[src/hdl/erp_pkg.sv]
// shared types, constants and helper functions of the edid resolution parser
package erp_pkg;

    localparam int TABLE_DEPTH_DEF = 64;

    // byte offsets inside the 128-byte base block
    localparam logic [6:0] STD_FIRST  = 7'd38;
    localparam logic [6:0] STD_LAST   = 7'd53;
    localparam logic [6:0] DESC_FIRST = 7'd54;
    localparam logic [6:0] DESC_END   = 7'd126;
    localparam logic [6:0] DESC_LEN   = 7'd18;

    localparam logic [8:0] X_BIAS       = 9'd31;
    localparam logic [6:0] REFRESH_BASE = 7'd60;
    // floor(w/5) == (w * 6554) >> 15 for every w below 4096 that is a multiple of 8
    localparam logic [12:0] DIV5_MUL   = 13'd6554;
    localparam int          DIV5_SHIFT = 15;

    // standard timing aspect codes
    localparam logic [1:0] ASPECT_16_10 = 2'd0;
    localparam logic [1:0] ASPECT_4_3   = 2'd1;
    localparam logic [1:0] ASPECT_5_4   = 2'd2;
    localparam logic [1:0] ASPECT_16_9  = 2'd3;

    // byte positions inside an 18-byte detailed descriptor
    localparam logic [4:0] DESC_PH_TAG0 = 5'd0;
    localparam logic [4:0] DESC_PH_TAG1 = 5'd1;
    localparam logic [4:0] DESC_PH_HLO  = 5'd2;
    localparam logic [4:0] DESC_PH_HHI  = 5'd4;
    localparam logic [4:0] DESC_PH_VLO  = 5'd5;
    localparam logic [4:0] DESC_PH_VHI  = 5'd7;

    typedef enum logic [1:0] {
        TBL_IDLE,
        TBL_SEARCH,
        TBL_DONE
    } t_tbl_state;

    typedef struct packed {
        logic [11:0] width;
        logic [11:0] height;
        logic [6:0]  refresh;
        logic        detailed;
    } t_timing;

    typedef struct packed {
        t_timing     timing;
        logic        is_new;
        logic [5:0]  entry_index;
        logic        table_full;
    } t_result;

    function automatic logic [11:0] std_height(logic [1:0] aspect, logic [11:0] w);
        logic [24:0] prod;
        logic [11:0] q5;
        logic [15:0] h;
        prod = 25'(w) * 25'(DIV5_MUL);
        q5   = 12'(prod >> DIV5_SHIFT);
        case (aspect)
            ASPECT_16_10: h = 16'(w[11:4]) * 16'd10;
            ASPECT_4_3:   h = 16'(w[11:2]) * 16'd3;
            ASPECT_5_4:   h = 16'(q5) * 16'd4;
            default:      h = 16'(w[11:4]) * 16'd9;
        endcase
        return h[11:0];
    endfunction

    // position inside the descriptor area, offset assumed in 54..125
    function automatic logic [4:0] desc_phase(logic [6:0] off);
        logic [6:0] d;
        d = off - DESC_FIRST;
        for (int i = 0; i < 3; i++) begin
            if (d >= DESC_LEN) begin
                d = d - DESC_LEN;
            end
        end
        return d[4:0];
    endfunction

endpackage

[src/hdl/erp_decode.sv]
// byte offset tracking and standard / detailed timing decode
module erp_decode (
    input  logic             i_clk,
    input  logic             i_rst_n,
    input  logic             i_valid,
    input  logic [7:0]       i_byte,
    input  logic             i_block_start,
    output logic             o_req_valid,
    output erp_pkg::t_timing o_req
);

    logic [6:0]       r_offset, n_offset;
    logic [7:0]       r_held [4];
    logic [7:0]       n_held [4];
    logic             r_stopped, n_stopped;
    logic             r_req_valid;
    erp_pkg::t_timing r_req, n_req;
    logic             emit;

    logic [6:0]  off;
    logic [7:0]  held [4];
    logic        stopped;
    logic [4:0]  phase;
    logic [8:0]  x_sum;
    logic [11:0] std_w;

    always_comb begin
        off     = i_block_start ? '0 : r_offset;
        stopped = i_block_start ? 1'b0 : r_stopped;
        for (int i = 0; i < 4; i++) begin
            held[i] = i_block_start ? '0 : r_held[i];
        end
        phase = erp_pkg::desc_phase(off);
        x_sum = 9'(held[0]) + erp_pkg::X_BIAS;
        std_w = {x_sum, 3'b000};

        n_offset  = off + 7'd1;
        n_held    = held;
        n_stopped = stopped;
        n_req     = '0;
        emit      = 1'b0;

        if (off >= erp_pkg::STD_FIRST && off <= erp_pkg::STD_LAST) begin
            if (!off[0]) begin
                n_held[0] = i_byte;
            end else begin
                emit           = 1'b1;
                n_req.width    = std_w;
                n_req.height   = erp_pkg::std_height(i_byte[7:6], std_w);
                n_req.refresh  = 7'(i_byte[5:0]) + erp_pkg::REFRESH_BASE;
                n_req.detailed = 1'b0;
            end
        end else if (off >= erp_pkg::DESC_FIRST && off < erp_pkg::DESC_END && !stopped) begin
            case (phase)
                erp_pkg::DESC_PH_TAG0: n_held[0] = i_byte;
                erp_pkg::DESC_PH_TAG1: begin
                    if (held[0] == 8'd0 && i_byte == 8'd0) begin
                        n_stopped = 1'b1;
                    end
                end
                erp_pkg::DESC_PH_HLO: n_held[1] = i_byte;
                erp_pkg::DESC_PH_HHI: n_held[2] = i_byte;
                erp_pkg::DESC_PH_VLO: n_held[3] = i_byte;
                erp_pkg::DESC_PH_VHI: begin
                    emit           = 1'b1;
                    n_req.width    = {held[2][7:4], held[1]};
                    n_req.height   = {i_byte[7:4], held[3]};
                    n_req.refresh  = '0;
                    n_req.detailed = 1'b1;
                end
                default: ;
            endcase
        end
    end

    always_ff @(posedge i_clk) begin
        if (!i_rst_n) begin
            r_offset    <= '0;
            r_stopped   <= 1'b0;
            r_req_valid <= 1'b0;
            for (int i = 0; i < 4; i++) begin
                r_held[i] <= '0;
            end
        end else begin
            r_req_valid <= i_valid && emit;
            if (i_valid) begin
                r_offset  <= n_offset;
                r_stopped <= n_stopped;
                r_held    <= n_held;
            end
        end
    end

    always_ff @(posedge i_clk) begin
        if (i_valid && emit) begin
            r_req <= n_req;
        end
    end

    assign o_req_valid = r_req_valid;
    assign o_req       = r_req;

endmodule

[src/hdl/erp_table.sv]
// resolution table memory with sequential search and append
module erp_table #(
    parameter int TABLE_DEPTH = erp_pkg::TABLE_DEPTH_DEF
) (
    input  logic             i_clk,
    input  logic             i_rst_n,
    input  logic             i_req_valid,
    input  erp_pkg::t_timing i_req,
    output logic             o_idle,
    output logic             o_done,
    output erp_pkg::t_result o_rsp,
    input  logic             i_take
);

    localparam int CNT_W = $clog2(TABLE_DEPTH + 1);
    localparam int IDX_W = (TABLE_DEPTH > 1) ? $clog2(TABLE_DEPTH) : 1;
    localparam logic [CNT_W-1:0] DEPTH_C = CNT_W'(TABLE_DEPTH);

    erp_pkg::t_tbl_state r_state, n_state;
    logic [CNT_W-1:0]    r_count;
    logic [CNT_W-1:0]    r_addr;
    logic [CNT_W-1:0]    r_rd_idx;
    logic                r_rd_vld;
    logic [23:0]         r_rdata;
    logic [23:0]         r_mem [TABLE_DEPTH];
    erp_pkg::t_timing    r_req;
    logic                r_is_new;
    logic                r_full;
    logic [5:0]          r_idx;

    logic        issue;
    logic        hit;
    logic        miss;
    logic        wr_en;
    logic [23:0] key;
    logic [8:0]  hit_idx_ext;
    logic [8:0]  new_idx_ext;

    assign key         = {r_req.width, r_req.height};
    assign hit_idx_ext = 9'(r_rd_idx);
    assign new_idx_ext = 9'(r_count);

    always_comb begin
        n_state = r_state;
        issue   = 1'b0;
        hit     = 1'b0;
        miss    = 1'b0;
        wr_en   = 1'b0;
        case (r_state)
            erp_pkg::TBL_IDLE: begin
                if (i_req_valid) begin
                    n_state = erp_pkg::TBL_SEARCH;
                end
            end
            erp_pkg::TBL_SEARCH: begin
                issue = r_addr < r_count;
                if (r_rd_vld && r_rdata == key) begin
                    hit     = 1'b1;
                    n_state = erp_pkg::TBL_DONE;
                end else if (r_count == '0 ||
                             (r_rd_vld && CNT_W'(r_rd_idx + 1'b1) == r_count)) begin
                    miss    = 1'b1;
                    wr_en   = r_count < DEPTH_C;
                    n_state = erp_pkg::TBL_DONE;
                end
            end
            erp_pkg::TBL_DONE: begin
                if (i_take) begin
                    n_state = erp_pkg::TBL_IDLE;
                end
            end
            default: n_state = erp_pkg::TBL_IDLE;
        endcase
    end

    always_ff @(posedge i_clk) begin
        if (!i_rst_n) begin
            r_state  <= erp_pkg::TBL_IDLE;
            r_count  <= '0;
            r_rd_vld <= 1'b0;
            r_addr   <= '0;
        end else begin
            r_state  <= n_state;
            r_rd_vld <= issue;
            if (wr_en) begin
                r_count <= r_count + 1'b1;
            end
            if (r_state == erp_pkg::TBL_IDLE) begin
                r_addr <= '0;
            end else if (issue) begin
                r_addr <= r_addr + 1'b1;
            end
        end
    end

    always_ff @(posedge i_clk) begin
        if (r_state == erp_pkg::TBL_IDLE && i_req_valid) begin
            r_req <= i_req;
        end
        if (issue) begin
            r_rd_idx <= r_addr;
        end
        if (hit) begin
            r_is_new <= 1'b0;
            r_full   <= 1'b0;
            r_idx    <= hit_idx_ext[5:0];
        end else if (miss) begin
            r_is_new <= wr_en;
            r_full   <= !wr_en;
            r_idx    <= wr_en ? new_idx_ext[5:0] : 6'd0;
        end
    end

    // appends only happen after the search ends, so reads never see a write in flight
    always_ff @(posedge i_clk) begin
        if (wr_en) begin
            r_mem[r_count[IDX_W-1:0]] <= key;
        end
        if (issue) begin
            r_rdata <= r_mem[r_addr[IDX_W-1:0]];
        end
    end

    assign o_idle            = r_state == erp_pkg::TBL_IDLE;
    assign o_done            = r_state == erp_pkg::TBL_DONE;
    assign o_rsp.timing      = r_req;
    assign o_rsp.is_new      = r_is_new;
    assign o_rsp.entry_index = r_idx;
    assign o_rsp.table_full  = r_full;

endmodule

[src/hdl/edid_resolution_parser.sv]
// top level of the edid resolution parser: stream ports, decode, table and output register
//
// takes an edid base block one byte per item on the slave stream (tuser marks offset
// zero of a new block; after offset 127 the offset wraps by itself) and emits one item
// per decoded timing: the eight standard timings at offsets 38..53 (padding entries
// included) and detailed descriptors at 54, 72, 90 and 108 until the first descriptor
// whose first two bytes are zero. every timing is looked up in a resolution table of
// TABLE_DEPTH entries and appended when new; an item is emitted whether or not it was
// new, and a new timing that finds the table full is flagged and dropped. a byte that
// completes a timing holds off input until the table search ends and its result is
// taken into the output register; the search reads one entry per cycle through the
// single read port of the table memory, up to a hit or the last stored entry. the
// table is emptied by reset through its fill count, so no clearing pass is needed;
// block_start keeps the table. a byte is taken while a finished item still waits in
// the output register.
module edid_resolution_parser #(
    parameter int TABLE_DEPTH = erp_pkg::TABLE_DEPTH_DEF
) (
    input  logic        i_clk,
    input  logic        i_rst_n,
    // input byte stream
    input  logic        i_s_axis_tvalid,
    output logic        o_s_axis_tready,
    input  logic [7:0]  i_s_axis_tdata,   // [7:0] edid_byte
    input  logic        i_s_axis_tuser,   // [0] block_start
    // decoded resolution stream
    output logic        o_m_axis_tvalid,
    input  logic        i_m_axis_tready,
    // [11:0] res_width, [23:12] res_height, [30:24] refresh_hz, [31] is_new,
    // [37:32] entry_index, [38] table_full, [39] zero
    output logic [39:0] o_m_axis_tdata,
    output logic        o_m_axis_tuser    // [0] from_detailed
);

    logic             in_accept;
    logic             req_valid;
    erp_pkg::t_timing req;
    logic             tbl_idle;
    logic             tbl_done;
    erp_pkg::t_result tbl_rsp;
    logic             take;

    logic             r_out_valid;
    erp_pkg::t_result r_out;

    // one timing in flight at a time: hold off input while decode or table is busy
    assign o_s_axis_tready = tbl_idle && !req_valid;
    assign in_accept       = i_s_axis_tvalid && o_s_axis_tready;

    erp_decode u_decode (
        .i_clk         (i_clk),
        .i_rst_n       (i_rst_n),
        .i_valid       (in_accept),
        .i_byte        (i_s_axis_tdata),
        .i_block_start (i_s_axis_tuser),
        .o_req_valid   (req_valid),
        .o_req         (req)
    );

    erp_table #(
        .TABLE_DEPTH (TABLE_DEPTH)
    ) u_table (
        .i_clk       (i_clk),
        .i_rst_n     (i_rst_n),
        .i_req_valid (req_valid),
        .i_req       (req),
        .o_idle      (tbl_idle),
        .o_done      (tbl_done),
        .o_rsp       (tbl_rsp),
        .i_take      (take)
    );

    // output register frees the table as soon as the slot is empty or being drained
    assign take = tbl_done && (!r_out_valid || i_m_axis_tready);

    always_ff @(posedge i_clk) begin
        if (!i_rst_n) begin
            r_out_valid <= 1'b0;
        end else if (take) begin
            r_out_valid <= 1'b1;
        end else if (i_m_axis_tready) begin
            r_out_valid <= 1'b0;
        end
    end

    always_ff @(posedge i_clk) begin
        if (take) begin
            r_out <= tbl_rsp;
        end
    end

    assign o_m_axis_tvalid = r_out_valid;
    assign o_m_axis_tdata  = {1'b0, r_out.table_full, r_out.entry_index, r_out.is_new,
                              r_out.timing.refresh, r_out.timing.height,
                              r_out.timing.width};
    assign o_m_axis_tuser  = r_out.timing.detailed;

endmodule

[config.mk]
export PLATFORM = sky130hd
export DESIGN_NAME = edid_resolution_parser
export DESIGN_NICKNAME = d
export VERILOG_FILES = /design/src/hdl/erp_pkg.sv /design/src/hdl/erp_decode.sv /design/src/hdl/erp_table.sv /design/src/hdl/edid_resolution_parser.sv
export SDC_FILE = /design/constraint.sdc
export NUM_CORES = 2
export LEC_CHECK = 0
export ABC_AREA = 1
export ABC_CLOCK_PERIOD_IN_PS = 6100
export BUFFER_PORTS_ARGS = -buffer_cell sky130_fd_sc_hd__buf_2
export CAP_MARGIN = 20
export CORE_MARGIN = 5
export CORE_UTILIZATION = 30
export CTS_BUF_LIST = sky130_fd_sc_hd__clkbuf_4
export DETAILED_ROUTE_END_ITERATION = 8
export GPL_ROUTABILITY_DRIVEN = 0
export HOLD_SLACK_MARGIN = 0.1
export PLACE_DENSITY_LB_ADDON = 0.15
export SLEW_MARGIN = 20
export SYNTH_ARGS = -nofsm -noshare
export SYNTH_HDL_FRONTEND = slang
export SYNTH_SLANG_ARGS = --single-unit
[constraint.sdc]
create_clock -name i_clk -period 6.1 [get_ports i_clk]
set_input_delay 0.305 -clock i_clk [delete_from_list [all_inputs] [get_ports i_clk]]
set_output_delay 0.305 -clock i_clk [all_outputs]
set_load 0.02 [all_outputs]
==> results.env <==
ASYNC_RESET_FF_SHARE_PCT=0
ANTENNA_FOUND_INITIAL=12
DETAIL_ROUTE.DRC_VIOLATIONS=0
MAX_SLEW_MARGIN_PCT=26.1
SYNTH_AREA_PER_CELL_UM2=12.7
NETLIST_AREA_UM2=71300
DP_HPWL_UM=130000
FINAL_CELL_MIX='edfxtp_1 (1677), nor2_1 (855), o21ai_0 (851)'
CTS_SINKS=1734
SYNTH.MUX.AREA_FRACTION_PCT=0
DRT-WIRELENGTH-PER-CELL_UM=24.5
LAYOUT_MIN_CYCLE_TIME_NS=5.79
DIE_H_UM=497
FINALSETUPVIOLATIONS=0
SYNTH_SIMPLE_GATE_AREA_SHARE_PCT=9.87
NUM_ROWS=179
SLOWEST_STAGE='dlygate4sd3_1'
RSZ0062_AT_GRT='false'
GRT_FIRST_PASS_WIRELENGTH_UM=333000
SYNTH_FP_NETS=5741
FINAL.SETUP_SKEW_NS=0.129
POST_DP_CELL_AREA_UM2=75900
DESIGN_AREA_UM2=82300
SYNTH-WARNING-COUNT=0
GROUTE.USAGE.OVERALL_PCT=18.1
FINAL_NET_COUNT=6127
TIMING.CRITICAL_PATH.SLOWEST_CELL_DELAY_NS=0.66
PORT_BUFFERS=54
SYNTH-COMPOUND-AREA-SHARE_PCT=12.3
CRITPATHARRIVALTIME_NS=7.07
SYNTH_TOP_FAMILY_BY_AREA='compound AO/OA/AOI/OAI gates'
FILLER_CELL_COUNT=23500
CP-END-KIND='flip-flop'
WORST_EP_REQUIRED_TIME_NS=7.38
AREA_OF_THE_DIE_UM2=247000
SYNTH_SEQ_CELLS=1734
VIASPERCELL=5.08
YOSYS.AREA_SHARE.XOR_XNOR_PCT=0.356
START_UTIL_PCT=30.0
ANT_NETS=0
POWER.LEAKAGE_nW=31.1
TRITONCTS.NUM_BUFFERS=469
SYNTH_CELLS=5613
OUTCOME='finished, final reports clean'
DIE_W_UM=497
DETAIL_ROUTE.WIRELENGTH_UM=233000
FMAX_MHz=173
DRIVE_GT1_SHARE_PCT=17.7
DRT_FIRST_ITER_VIOLATIONS=4254
SETUP_TNS_NS=0
GRT_OVERFLOW_TOTAL=0
FINAL_COMMON_CELL='edfxtp_1'
COREAREA_UM2=237000
CLOCK_LATENCY_NS=1.36
IOS=56
CP_MAX_FO=13
GRT_PASS1_VIAS=47100
FINISH.CELL_COUNT_WITHOUT_FILLERS=9511
POWER.DENSITY_nW_PER_UM2=289
CLOCK-ROOT-BUFFER='clkbuf_4'
TIMING.FINAL.CRIT_SHARE_PCT=94.9
WORSTMARGINPINSLEW_NS=1.11
MAX_CAP_VIOLATIONS=0
H-TREE-DEPTH=5
P_R_AREA_GROWTH_VS_SYN_PCT=15.5
VDD.IR_DROP.WORST_V=0.000199
CRIT_TYPE='primary input to flip-flop'
MAX-CLOCK-PATH-BUFFERS=4
CRITPATHLAUNCHTYPE='primary input'
SYNTH_SEQUENTIAL_AREA_RATIO_PCT=72.3
UTILIZATION_PCT=34.7
TRITONCTS='yes'
SYNTH_TOP_FLOP_CELL='edfxtp_1'
YOSYS.AREA_SHARE.ADDER_PCT=2.26
POST_LAYOUT_TOTAL_POWER_W=0.0238
TIMING.CRITICAL_PATH.MODE_CELL='nand2_1'
REPORT.FINAL.SLEW_VIOL_COUNT=0
SYNTHDISTINCTLIBCELLS=59
FIRSTDRTPASSITERS=5
MIN-DELAY-PATH-CLASS='primary input to flip-flop'
GRT_START_MAX_NET_PINS=160
SYNTH_EDF_COUNT=1677
ROUTE.VIAS.TOTAL=48400
PLACED_INSTANCE_COUNT=8651
FINALHOLDVIOLCOUNT=0
CTS.CLK_SLEW.WORST_PATHS_NS=0.07
## state kept, by name (all words and copies together), names as in the netlist, 24 cells and up
signal           cells
o_m_axis_tdata      39
u_decode.o_req      32
u_decode.r_held     28
u_table.o_rsp       32
u_table.r_mem     1536
u_table.r_rdata     24
## final timing paths
path | startpoint | to | slack [ns] | cells past startpoint
setup reg to reg | u_decode.r_offset[1] | u_decode.r_held[5] | 0.51 | 35
hold / removal | i_s_axis_tdata[7] | u_decode.r_held[23] | 0.29 | 6
hold reg to reg | u_decode.o_req[16] | u_table.o_rsp[24] | 0.42 | 0
setup / recovery | i_s_axis_tuser | u_decode.r_held[5] | 0.31 | 38
## worst max-delay path: cells and delay by family
kind                       cells  cell delay, ns
AOI/OAI and AO/OA              2            0.31
adders and majority gates      3            0.70
buffers and inverters         11            3.23
and+or+nand+nor               22            2.50
## report_power, final
part / switching, W / total (W) / internal (W)
sequential: 0.00000984 / 0.0129 / 0.0129
clock: 0.00480 / 0.0103 / 0.00554
combinational: 0.000376 / 0.000601 / 0.000225
total: 0.00519 / 0.0238 / 0.0186
## area by class of cell
class	count	area (um2)	area share [%]
Sequential cell	1734	51500	62.6
Clock inverter	64	339	0.412
Inverter	203	787	0.956
Clock buffer	739	5550	6.74
Timing Repair Buffer	262	2120	2.58
Multi-Input combinational cell	3329	18000	21.9
Antenna cell	13	32.5	0.0395
Tap cell	3167	3960	4.82
## synthesized netlist by cell type, types with 12 or more instances
cell | count | area, um2
ha_1 | 92 | 1150
nand4_1 | 63 | 394
o22ai_1 | 253 | 1580
a21oi_1 | 107 | 536
nor2_1 | 923 | 3460
xor2_1 | 24 | 210
o221ai_1 | 148 | 1300
nor3_1 | 13 | 65.1
nand3_1 | 185 | 926
edfxtp_1 | 1677 | 50400
dfxtp_1 | 57 | 1140
buf_1 | 12 | 45.0
o211ai_1 | 55 | 413
nand2_2 | 20 | 125
inv_1 | 186 | 698
nand2_1 | 434 | 1630
a31oi_1 | 36 | 225
fa_1 | 23 | 460
o21ai_0 | 851 | 4260
clkbuf_1 | 327 | 1230
## stage by stage
stage	hold WS, ns	worst slack, ns
6_report	0.290	0.309
5_1_grt	0.183	0.00181
4_1_cts	0.137	0.383
3_5_place_dp	0.406	0.264
3_3_place_gp	0.406	0.252
2_1_floorplan	0.400	0.502
## metal layers
layer  wire, um  part of all wire [%]  vias to the layer above  global-route usage [%]
met5          0                     0                        -                       0
met4       5810                   2.5                        0                    5.42
met3      14500                   6.2                      365                    3.52
met1     107000                    46                    24400                    25.6
met2     106000                    45                     1625                    28.2
li1           -                     -                    22000                       -
## kinds of logic after synthesis
group,Yosys count
AOI/OAI and AO/OA,1502
xor gates and xnor gates,29
other,1
DFF,1734
buffers and inverters,550
adders and majority gates,115
and+or+nand+nor,1682
## repair_timing
item,CTS,global route
gates resized for setup,0,1
buffers inserted,0,7
setup endpoints to repair,0,5
endpoints found under the hold margin,158,0
hold buffers,37,0
(Power assumes the default switching activity.)
